<file path="src/rtl/core/rv32im_execute_core_macros.svh">
// assertion macros for the rv32im execute core
// used by rv32_back, no other dependencies
`ifndef RV32IM_EXECUTE_CORE_MACROS_SVH
`define RV32IM_EXECUTE_CORE_MACROS_SVH
`ifndef SYNTH
`define ASSERT_IMPL(label, clk, rst, prop) \
   label: assert property (@(posedge clk) disable iff (rst) (prop)) else $error("%m failed");
`define ASSERT_NEXT(label, clk, rst, cond, conseq) \
   label: assert property (@(posedge clk) disable iff (rst) (cond) |=> (conseq)) else $error("%m failed");
`else
`define ASSERT_IMPL(label, clk, rst, prop)
`define ASSERT_NEXT(label, clk, rst, cond, conseq)
`endif
`endif

</file>
<file path="src/rtl/core/rv32_pkg.sv">
// shared types and constants for the rv32im execute core
// no dependencies
`timescale 1ns / 1ps
package rv32_pkg;
   localparam logic [31:0] RESET_PC = 32'h8000_0000;
   localparam logic [31:0] RESET_SP = 32'h8000_0400;
   localparam int QUEUE_DEPTH = 2;
   localparam logic [6:0] OP_LUI = 7'h37, OP_AUIPC = 7'h17, OP_JAL = 7'h6f, OP_JALR = 7'h67,
      OP_BRANCH = 7'h63, OP_LOAD = 7'h03, OP_STORE = 7'h23, OP_IMM = 7'h13, OP_REG = 7'h33,
      OP_SYSTEM = 7'h73;
   localparam logic [31:0] INSN_EBREAK = 32'h0010_0073;
   localparam logic [2:0] KIND_NONE = 3'd0, KIND_LB = 3'd1, KIND_LH = 3'd2, KIND_LW = 3'd3,
      KIND_LBU = 3'd4, KIND_LHU = 3'd5;
   typedef struct packed {
      logic        is_data;
      logic [31:0] instruction;
      logic [31:0] read_data;
   } item_type;
endpackage

</file>
<file path="src/rtl/core/rv32_front.sv">
// front end: accepts requests and holds them in a short queue
// depends on rv32_pkg
`timescale 1ns / 1ps
module rv32_front #(
   parameter int DEPTH = rv32_pkg::QUEUE_DEPTH
) (
   input  logic               clock,
   input  logic               reset,
   input  logic               req_valid,
   output logic               req_stall,
   input  logic               req_opcode,
   input  logic [31:0]        req_instruction,
   input  logic [31:0]        req_read_data,
   output logic               q_valid,
   input  logic               q_take,
   output rv32_pkg::item_type q_item
);
   import rv32_pkg::*;
   localparam int AW = (DEPTH > 1) ? $clog2(DEPTH) : 1;
   item_type mem_ff [DEPTH];
   logic [AW-1:0] wp_ff, wp_in, rp_ff, rp_in;
   logic [AW:0] cnt_ff, cnt_in;
   logic push, pop;
   assign req_stall = (cnt_ff == (AW+1)'(DEPTH));
   assign push = req_valid && !req_stall;
   assign q_valid = (cnt_ff != '0);
   assign pop = q_valid && q_take;
   assign q_item = mem_ff[rp_ff];
   always_comb begin
      wp_in = wp_ff;
      rp_in = rp_ff;
      if (push) wp_in = (wp_ff == AW'(DEPTH-1)) ? '0 : wp_ff + 1'b1;
      if (pop) rp_in = (rp_ff == AW'(DEPTH-1)) ? '0 : rp_ff + 1'b1;
      cnt_in = cnt_ff + (AW+1)'(push) - (AW+1)'(pop);
   end
   always_ff @(posedge clock) begin
      if (reset) begin
         wp_ff <= '0;
         rp_ff <= '0;
         cnt_ff <= '0;
      end else begin
         wp_ff <= wp_in;
         rp_ff <= rp_in;
         cnt_ff <= cnt_in;
      end
      if (push) mem_ff[wp_ff] <= '{req_opcode, req_instruction, req_read_data};
   end
endmodule

</file>
<file path="config.mk">
export PLATFORM = sky130hd
export DESIGN_NAME = rv32_front
export DESIGN_NICKNAME = d
export VERILOG_FILES = /design/src/rtl/core/rv32im_execute_core_macros.svh /design/src/rtl/core/rv32_pkg.sv /design/src/rtl/core/rv32_front.sv
export SDC_FILE = /design/constraint.sdc
export NUM_CORES = 1
export LEC_CHECK = 0
export BUFFER_PORTS_ARGS = -buffer_cell sky130_fd_sc_hd__buf_2
export CAP_MARGIN = 20
export CORE_ASPECT_RATIO = 1.1
export CORE_MARGIN = 5
export CORE_UTILIZATION = 48
export DETAILED_ROUTE_END_ITERATION = 10
export HOLD_SLACK_MARGIN = 0.1
export PLACE_DENSITY = 0.74
export SYNTH_ARGS = -nofsm -noshare
export SYNTH_HDL_FRONTEND = slang
export SYNTH_SLANG_ARGS = --single-unit
</file>
<file path="constraint.sdc">
create_clock -name clock -period 5.87 [get_ports clock]
set_clock_uncertainty 0.1 [all_clocks]
set_input_delay 0.587 -clock clock [delete_from_list [all_inputs] [get_ports clock]]
set_output_delay 0.587 -clock clock [all_outputs]
set_load 0.03 [all_outputs]
</file>
# Word-level counts from Yosys, hierarchy flattened
# Memory sizes are Yosys's and may differ from the RTL's. A register that Yosys moved wholly into a read port is not among the register bits.
# Cells that the tools add are included.
# op_classes
n_addsub	4
eq_ne	1
n_mux	6
reduce_logical	4
# op_table
cell	count
1-bit 2-to-1 mux	6
1-bit adder, second input constant	2
2-bit by 1-bit adder with 2-bit output	1
2-bit == test, second input constant	1
1-bit logical AND	2
2-bit nonzero test	1
2-bit by 1-bit subtractor with 2-bit output	1
1-bit logical NOT	1
# word_totals
register_bits	4
mem_bits_rw	130
in_bits	69
out_inout_bits	67
word_cells	19
mem_count	1
# mem_list
name	words	width	rd	rd_clocked_by_memory_dff	wr	line	rtl
mem_ff	2	65	1	1	1	rv32_front.sv:20	item_type mem_ff [DEPTH];

# Longest topological paths before layout
# Gate-level depths: netlist (run 1).
# depth
ltp_word	5
mapped_depth	8

# Worst setup path after synthesis (run 1)
# Ideal clock, no wire load.
# synth_path
kind	input -> register
startpoint	input port req_valid
endpoint	memory mem_ff[0][0] in the netlist's numbering, enable pin
setup_time_ps	419
arrival_time_ps	2251
path_slack_ps	3100
stages	3
n_path_buf	0
path_cell_list	inv_1 -> or3_1 -> inv_1
# synth_via
elab_chain_cells	3
# synth_lines
item	line	rtl
start, declared	rv32_front.sv:9	input logic req_valid,
1-bit logical AND	rv32_front.sv:25	assign push = req_valid && !req_stall;
1-bit 2-to-1 mux	rv32_front.sv:46	if (push) mem_ff[wp_ff] <= '{req_opcode, req_instruction, req_read_data};
1-bit 2-to-1 mux (implied by the code)	rv32_front.sv:46	
end, declared	rv32_front.sv:20	
# Every way passes these cells.

==> results of run 1 <==
registers in the layout (all words and copies together) (netlist names), named ones only:
name	flops
mem_ff	130
cnt_ff	2
rp_ff	1
wp_ff	1
stage by stage:
stage,hold WS [ps],instance area (um^2),utilization,std cells
2_1_floorplan,351,4940,-,229
3_3_place_gp,370,5720,0.573,480
3_5_place_dp,381,5720,0.573,480
4_1_cts,131,6340,0.635,512
5_1_grt,136,6340,0.635,512
6_report,164,6340,0.635,512
critical path: stages (launching register included):
cell and delay (ps):
dfxtp_2 820, buf_4 530, mux2_2 400, buf_2 180
cell type report:
type	instances	area, um^2
flip-flops and latches	135	4010
multi-input cells	83	853
well taps	120	150
repair buffers	138	698
clock inverters	15	209
fillers	757	3640
inverters	4	15.0
clock buffers	17	414
power by group:
| group | internal [uW] | total (uW) | switching (uW) |
|---|---|---|---|
| clock | 726 | 1100 | 371 |
| combinational | 319 | 908 | 590 |
| sequential | 1230 | 1290 | 64.3 |
final timing paths:
| kind | from | to | slack (ps) | depth (start not counted) |
|---|---|---|---|---|
| max | flip-flop | q_item[20] | 2700 | 3 |
| min | req_read_data[10] | mem_ff[0][10] | 160 | 1 |
| max reg2reg | cnt_ff[0] | mem_ff[0][16] | 3500 | 5 |
| min reg2reg | wp_ff | wp_ff | 390 | 2 |
placed cells by master (no fill, tap or decap), types with 2 or more instances in the layout:
| cell type | instances |
|---|---|
| ha_1 | 2 |
| clkinvlp_4 | 2 |
| inv_2 | 2 |
| buf_4 | 3 |
| clkinv_1 | 3 |
| dfxtp_1 | 4 |
| bufinv_16 | 5 |
| nor2_1 | 3 |
| clkbuf_16 | 16 |
| edfxtp_1 | 130 |
| clkinv_2 | 3 |
| clkinv_4 | 2 |
| inv_1 | 2 |
| buf_2 | 135 |
| mux2_2 | 65 |
kinds of logic (layout without fill, tap and decap cells):
group                    after synthesis  count (layout)
flip-flops                           135             135
multiplexers                          65              65
AND/OR/NAND/NOR                       11              11
buffers and inverters                 11             174
AO/OA/AOI/OAI                          3               3
adder cells (fa/ha/maj)                2               2
XOR/XNOR                               2               2
routing by layer:
layer,GRT usage,up-vias,share of wire
met5,0,-,0
met4,0.0614,0,0.015
met3,0.0658,14,0.096
met2,0.252,110,0.50
met1,0.167,1227,0.39
li1,-,1200,-
==> impl_metrics.yaml, run 1 <==
run_status:
  outcome: "completed"
yosys:
  synth_nets: 300
  ys.flop_type: "edfxtp_1"
  synth_area_leaders: "edfxtp_1 (79%), mux2_2 (15%), dfxtp_1 (2.0%)"
  synth_top_area_frac: 0.790
  synth_cell_type_count: 23
  synth_xor_xnor_area_share: 0.00355
  syn_inst: 229
  netlist_area_um2: 4940
  synth-simple-area-share: 0.0124
  synth_common_cells: "edfxtp_1 (130), mux2_2 (65), buf_6 (5), dfxtp_1 (5)"
  syn_avg_cell_area_um2: 21.6
  ys_ff_latch: 135
  synthAdderAreaFrac: 0.00506
  synth_edf_count: 130
  seq_area_frac_synth: 0.810
  synthMuxAreaShare: 0.148
  synth_top_family_by_area: "multiplexers"
  synth.most_common_cell: "edfxtp_1"
  yosys.area.top_type: "edfxtp_1"
  ys_warn_count: 0
  synthArstFlopShare: 0
  synth-compound-area-share: 0.00355
detailed_routing:
  drt_iter0_markers: 118
  ant_nets: 0
  drtPass1Iterations: 4
  remaining_drc_errors: 0
  vias: 2551
  routed_wl_um: 8900
  wire_per_inst_um: 17.4
  vias_per_cell: 4.98
clock_network:
  postCtsResizedCells: 0
  cts_inserted_buffers: 17
  holdBufCountCts: 0
  cts_tree: "built"
  cts_max_level: 4
  cts_root_buf: "clkbuf_8"
  post_cts.repair.setup_buffers: 0
  numClockSinks: 135
  clock_latency_ps: 510
  cts_buffer_depth: 2
  path_clk_slew_ps: 60
placement:
  dp_hpwl_um: 5910
  io_buffers: 135
  globalplace.congestion: 0.673
  pre_cts_ws_ps: 3180
global_routing:
  grt_pass1_vias: 2801
  antenna_found_initial: 0
  track_usage: 0.149
  grt_overflow: 0
  grt_max_degree: 44
  grt_pass1_wl_um: 13800
floorplan:
  coreArea_um2: 9980
  die_area_um2: 12400
  num_io_pins: 136
  die_h_um: 116
  start_util: 0.495
  std_cell_rows: 38
  floorplan.die.width_um: 107
final_layout:
  nets: 450
  drive_gt1_frac: 0.607
  antenna_cells: 0
  areaGrowthSynthToFinish_pct: 28.4
timing:
  period_needed_ps: 3170
  drv_slew: 0
  max-slew-margin-rel: 0.494
  finalSetupViolations: 0
  hold_violations: 0
  period_share: 0.540
  fmax_mhz: 315
  rsz0062_at_grt: "false"
  setup_ws_ps: 2700
  worstMarginPinSlew_ps: 758
  fin_tns_setup_ps: 0
worst_setup_path:
  cp.required_ps: 5180
  crit_type: "reg2out"
  crit_fanout: 35
  critPathCaptureType: "primary output"
  start_kind: "flip-flop"
  worstPathArrival_ps: 2480
min_path:
  hold_class: "in2reg"
job:
  drv_cap: 0
power:
  powerDensity_nw_per_um2: 520
  power_leakage_uw: 0.00242
  ir_drop_uv: 294
  p_total_uw: 3300
Power figures use the tool's default switching activity.
==> run 2: changes to the inputs <==
Clock period 5.87 ns to 3.3 ns, I/O delays scaled along.
==> run 2 against run 1 <==
Global-route usage up 1.3 points; final cell count up 13%; count of clock-buffer cells in the layout up 4; sequential power up 78%; register-to-register slack worse by 2300 ps; first-iteration DRC count down 16%; non-clock buffer count up 67; flip-flop and latch count unchanged; utilization up 6.2 points; cell area up 9.8%; combinational power up 89%; via count up 9.8%; highest routed layer unchanged.
==> impl_metrics.yaml, run 2 (synthesis results as in run 1) <==
run_status:
  outcome: "completed"
job:
  drv_cap: 0
power:
  ir_drop_uv: 578
  p_total_uw: 5700
  power_leakage_uw: 0.00268
  powerDensity_nw_per_um2: 819
final_layout:
  layout_common_cells: "buf_2 (135), edfxtp_1 (130), dlygate4sd3_1 (67), mux2_2 (65), clkbuf_16 (16)"
  largest-register: "mem_ff"
  areaGrowthSynthToFinish_pct: 41.0
  fill_cells: 631
  largest_reg_flops: 130
  top_regs: "mem_ff (130), cnt_ff (2)"
  nets: 517
  drive_gt1_frac: 0.510
  antenna_cells: 0
  final_common_cell: "buf_2"
timing:
  period_share: 0.788
  finalSetupViolations: 0
  drv_slew: 0
  max-slew-margin-rel: 0.571
  worstMarginPinSlew_ps: 644
  period_needed_ps: 2600
  hold_violations: 0
  fin_tns_setup_ps: 0
  rsz0062_at_grt: "false"
  fmax_mhz: 385
detailed_routing:
  remaining_drc_errors: 0
  vias_per_cell: 4.84
  vias: 2802
  drt_iter0_markers: 99
  routed_wl_um: 9570
  drtPass1Iterations: 4
  wire_per_inst_um: 16.5
  ant_nets: 0
global_routing:
  grt_pass1_vias: 3021
  antenna_found_initial: 0
  grt_overflow: 0
  grt_max_degree: 44
  track_usage: 0.162
  grt_pass1_wl_um: 15000
clock_network:
  cts_buffer_depth: 2
  postCtsResizedCells: 0
  clock_latency_ps: 510
  cts_inserted_buffers: 17
  cts_root_buf: "clkbuf_8"
  cts_max_level: 4
  cts_tree: "built"
  numClockSinks: 135
  path_clk_slew_ps: 50
placement:
  globalplace.congestion: 0.708
  dp_hpwl_um: 5830
  io_buffers: 135
floorplan:
  die_area_um2: 12400
  floorplan.die.width_um: 107
  num_io_pins: 136
  coreArea_um2: 9980
  std_cell_rows: 38
  start_util: 0.495
  die_h_um: 116
min_path:
  hold_class: "in2reg"
worst_setup_path:
  worstPathArrival_ps: 2170
  crit_type: "reg2out"
  start_kind: "flip-flop"
  crit_fanout: 40
  cp.required_ps: 2870
  reg2reg_slack_ps: 1220
  critPathCaptureType: "primary output"
run 2: cell types whose count changed in the layout (fill, tap and decap cells not counted):
| cell | delta |
|---|---|
| dlygate4sd3_1 | +67 |
| clkbuf_1 | +4 |
| buf_12 | +3 |
| buf_4 | -3 |
| bufinv_16 | -3 |
| clkinv_2 | +1 |
| clkinv_4 | -1 |
| clkinvlp_4 | -1 |
run 2: critical path: stages (launching register included):
cell     delay [ps]
dfxtp_2         740
buf_12          320
mux2_2          390
buf_2           180
run 2: power by group:
part           total (uW)  leakage (uW)  internal (uW)  switching, uW
combinational        1720       0.00116            644           1080
clock                1690      0.000262           1060            626
sequential           2300       0.00126           2190            110
run 2: repair_timing:
action | in CTS | in global routing
endpoints found under the hold margin | 135 | 0
buffers inserted | 0 | 0
hold buffers | 67 | 0
run 2: layer usage:
layer	up-vias	wire, um	global-route usage
li1	1342	-	-
met4	0	75	0.0588
met3	9	615	0.0663
met5	-	0	0
met1	1339	3890	0.181
met2	112	4980	0.282
run 2: cell type report:
class / instances / area [um^2] / share of cell area
Multi-Input combinational cell: 83 / 853 / 0.122
Clock buffer: 21 / 429 / 0.0616
Sequential cell: 135 / 4010 / 0.575
Inverter: 4 / 15.0 / 0.00216
Tap cell: 120 / 150 / 0.0216
Clock inverter: 11 / 108 / 0.0154
Timing Repair Buffer: 205 / 1410 / 0.202
run 2: path summary, 6_finish.rpt:
path / from / end / cells after the start
setup / recovery: flip-flop / q_item[8] / 3
hold / removal: q_take / rp_ff / 4
setup reg to reg: cnt_ff[0] / mem_ff[0][47] / 5
hold reg to reg: wp_ff / wp_ff / 2
run 2: stage by stage:
step                utilization  instances  setup WS [ps]  hold slack [ps]  area, um^2
floorplan                     -        229            609              299        4940
global placement          0.577        480           1200              371        5760
detailed placement        0.577        480           1190              383        5760
CTS                       0.698        579            654              111        6970
global route              0.698        579            600              168        6970
finish                    0.698        579            700              141        6970
==> run 3: changes to the inputs <==
Settings changed: ABC_AREA set to 1.
Clock period 3.3 ns to 2.5 ns, I/O delays scaled along.
==> run 3 against run 2 <==
Die area is 3.8% higher; wire length is 1.8% higher; combinational power increased by 31%; area after synthesis up 4.2%; worst hold slack better by 270 ps; cell area grew 5.5%; sequential power grew 29%; clock power increased by 62%; global-route usage shrank 0.28 points; largest cell class unchanged.
==> impl_metrics.yaml, run 3 <==
run_status:
  outcome: "completed"
final_layout:
  areaGrowthSynthToFinish_pct: 42.8
  largest-register: "mem_ff"
  largest_reg_flops: 130
  layout_common_cells: "buf_2 (135), edfxtp_1 (130), dlygate4sd3_1 (68), mux2_4 (50), clkbuf_16 (17)"
  final_common_cell: "buf_2"
  antenna_cells: 0
  drive_gt1_frac: 0.499
  top_regs: "mem_ff (130), cnt_ff (2)"
  design_area_um2: 7350
  nets: 533
clock_network:
  cts_root_buf: "clkbuf_16"
  path_clk_slew_ps: 50
  cts_max_level: 4
  numClockSinks: 135
  cts_inserted_buffers: 17
  cts_tree: "built"
  clock_latency_ps: 410
  cts_buffer_depth: 2
  postCtsResizedCells: 0
  post_cts.repair.setup_buffers: 0
worst_setup_path:
  r2r_cells: 5
  cp.required_ps: 2150
  start_kind: "flip-flop"
  worstPathArrival_ps: 1740
  critPathCaptureType: "primary output"
  critPathCapture: "q_item[56]"
  crit_type: "reg2out"
  reg2reg_slack_ps: 790
  r2r_end: "mem_ff[1][19]"
  r2r_start: "cnt_ff[0]"
  crit_fanout: 28
job:
  drv_cap: 0
power:
  sequentialPowerShare: 0.373
  powerDensity_nw_per_um2: 1080
  p_sw_frac: 0.293
  clock_power_share: 0.343
  p_total_uw: 7960
  p_switching_uw: 2330
  pwr-share-comb: 0.284
  p_int_uw: 5630
  ir_drop_uv: 587
  power_leakage_uw: 0.00295
timing:
  period_share: 0.837
  drv_slew: 0
  rsz0062_at_grt: "false"
  hold_violations: 0
  fin_tns_setup_ps: 0
  period_needed_ps: 2090
  max-slew-margin-rel: 0.698
  fmax_mhz: 478
  finalSetupViolations: 0
  worstMarginPinSlew_ps: 453
yosys:
  seq_area_frac_synth: 0.778
  ys_ff_latch: 135
  yosys.area.top_type: "edfxtp_1"
  synth_edf_count: 130
  syn_avg_cell_area_um2: 21.4
  synth_area_leaders: "edfxtp_1 (76%), mux2_4 (15%), mux2_2 (3.3%)"
  syn_inst: 241
  synth_top_area_frac: 0.758
  ys_warn_count: 0
  synth.most_common_cell: "edfxtp_1"
  synth_common_cells: "edfxtp_1 (130), mux2_4 (50), mux2_2 (15)"
  netlist_area_um2: 5150
  synth_nets: 312
  ys.flop_type: "edfxtp_1"
  synth_cell_type_count: 12
  synthArstFlopShare: 0
floorplan:
  die_h_um: 119
  coreArea_um2: 10400
  start_util: 0.493
  floorplan.die.width_um: 109
  std_cell_rows: 39
  die_area_um2: 12900
  num_io_pins: 136
min_path:
  hold_class: "reg2reg"
detailed_routing:
  remaining_drc_errors: 0
  vias_per_cell: 4.68
  vias: 2890
  ant_nets: 0
  drtPass1Iterations: 4
  routed_wl_um: 9740
  drt_iter0_markers: 151
  wire_per_inst_um: 15.8
placement:
  place_area_um2: 6010
  io_buffers: 135
  globalplace.congestion: 0.770
  dp_hpwl_um: 6040
global_routing:
  grt_pass1_vias: 3118
  antenna_found_initial: 0
  grt_max_degree: 38
  grt_pass1_wl_um: 15400
  grt_overflow: 0
  track_usage: 0.160
-- run 3: changes by cell type after synthesis, moves of 3 or more --
cell / delta
nand3_1: +3
nand2_1: +7
mux2_2: -50
nor2_1: +6
mux2_4: +50
inv_1: +7
-- run 3: logic make-up (layout without fill, tap and decap cells) --
group | count (synthesis) | count (layout) | synth area share
AOI/OAI and AO/OA | 2 | 2 | 0.00194
adders and majority gates | 2 | 2 | 0.00486
muxes | 65 | 65 | 0.179
DFF | 135 | 135 | 0.778
buffers and inverters | 17 | 251 | 0.0214
and+or+nand+nor | 20 | 20 | 0.0153
-- run 3: repair_timing --
item | 4_1_cts | 5_1_grt
hold endpoints to repair | 135 | 0
endpoints found under the setup margin | 0 | 0
hold buffers | 68 | 0
-- run 3: how the worst min path moves through the flow --
stage	endpoint	slack, ps	cells after the start	startpoint
final	rp_ff	410	2	rp_ff
after global routing	flip-flop	430	2	rp_ff
after CTS	rp_ff	410	2	rp_ff
after detailed placement	cnt_ff[0]	320	2	reset
after global placement	cnt_ff[0]	320	2	reset
after floorplan	cnt_ff[0]	220	1	reset
-- run 3: metal layers --
metal,vias to the layer above,share of wire,global-route usage
met5,-,0,0
met4,0,0.016,0.0702
met3,15,0.058,0.0556
met2,94,0.54,0.280
met1,1408,0.38,0.171
li1,1373,-,-
-- run 3: area by class of cell --
type | count | area, um^2
Multi-Input combinational cell | 89 | 1040
Timing Repair Buffer | 209 | 1430
Sequential cell | 135 | 4010
Clock buffer | 18 | 429
Fill cell | 688 | 3090
Tap cell | 143 | 179
Clock inverter | 14 | 230
Inverter | 10 | 37.5
-- run 3: through the flow --
step	utilization	setup WS, ps	std cells	hold slack (ps)
global route	0.704	329	618	433
global placement	0.576	811	518	322
detailed placement	0.576	784	518	325
floorplan	-	132	241	221
CTS	0.704	381	618	413
finish	0.704	408	618	407
-- run 3: worst max-delay path, stage by stage (launching register included) --
cell     delay (ps)
dfxtp_4         350
buf_4           390
mux2_2          390
buf_2           180
-- run 3: power groups by stage --
| stage | combinational, uW | clock (uW) | sequential, uW |
|---|---|---|---|
| final | 2260 | 2730 | 2970 |
| after global routing | 2400 | 2900 | 2990 |
| after CTS | 2290 | 2780 | 2970 |
| after detailed placement | 2200 | 0 | 3010 |
| after global placement | 2180 | 0 | 3000 |
| after floorplan | 1680 | 0 | 2990 |
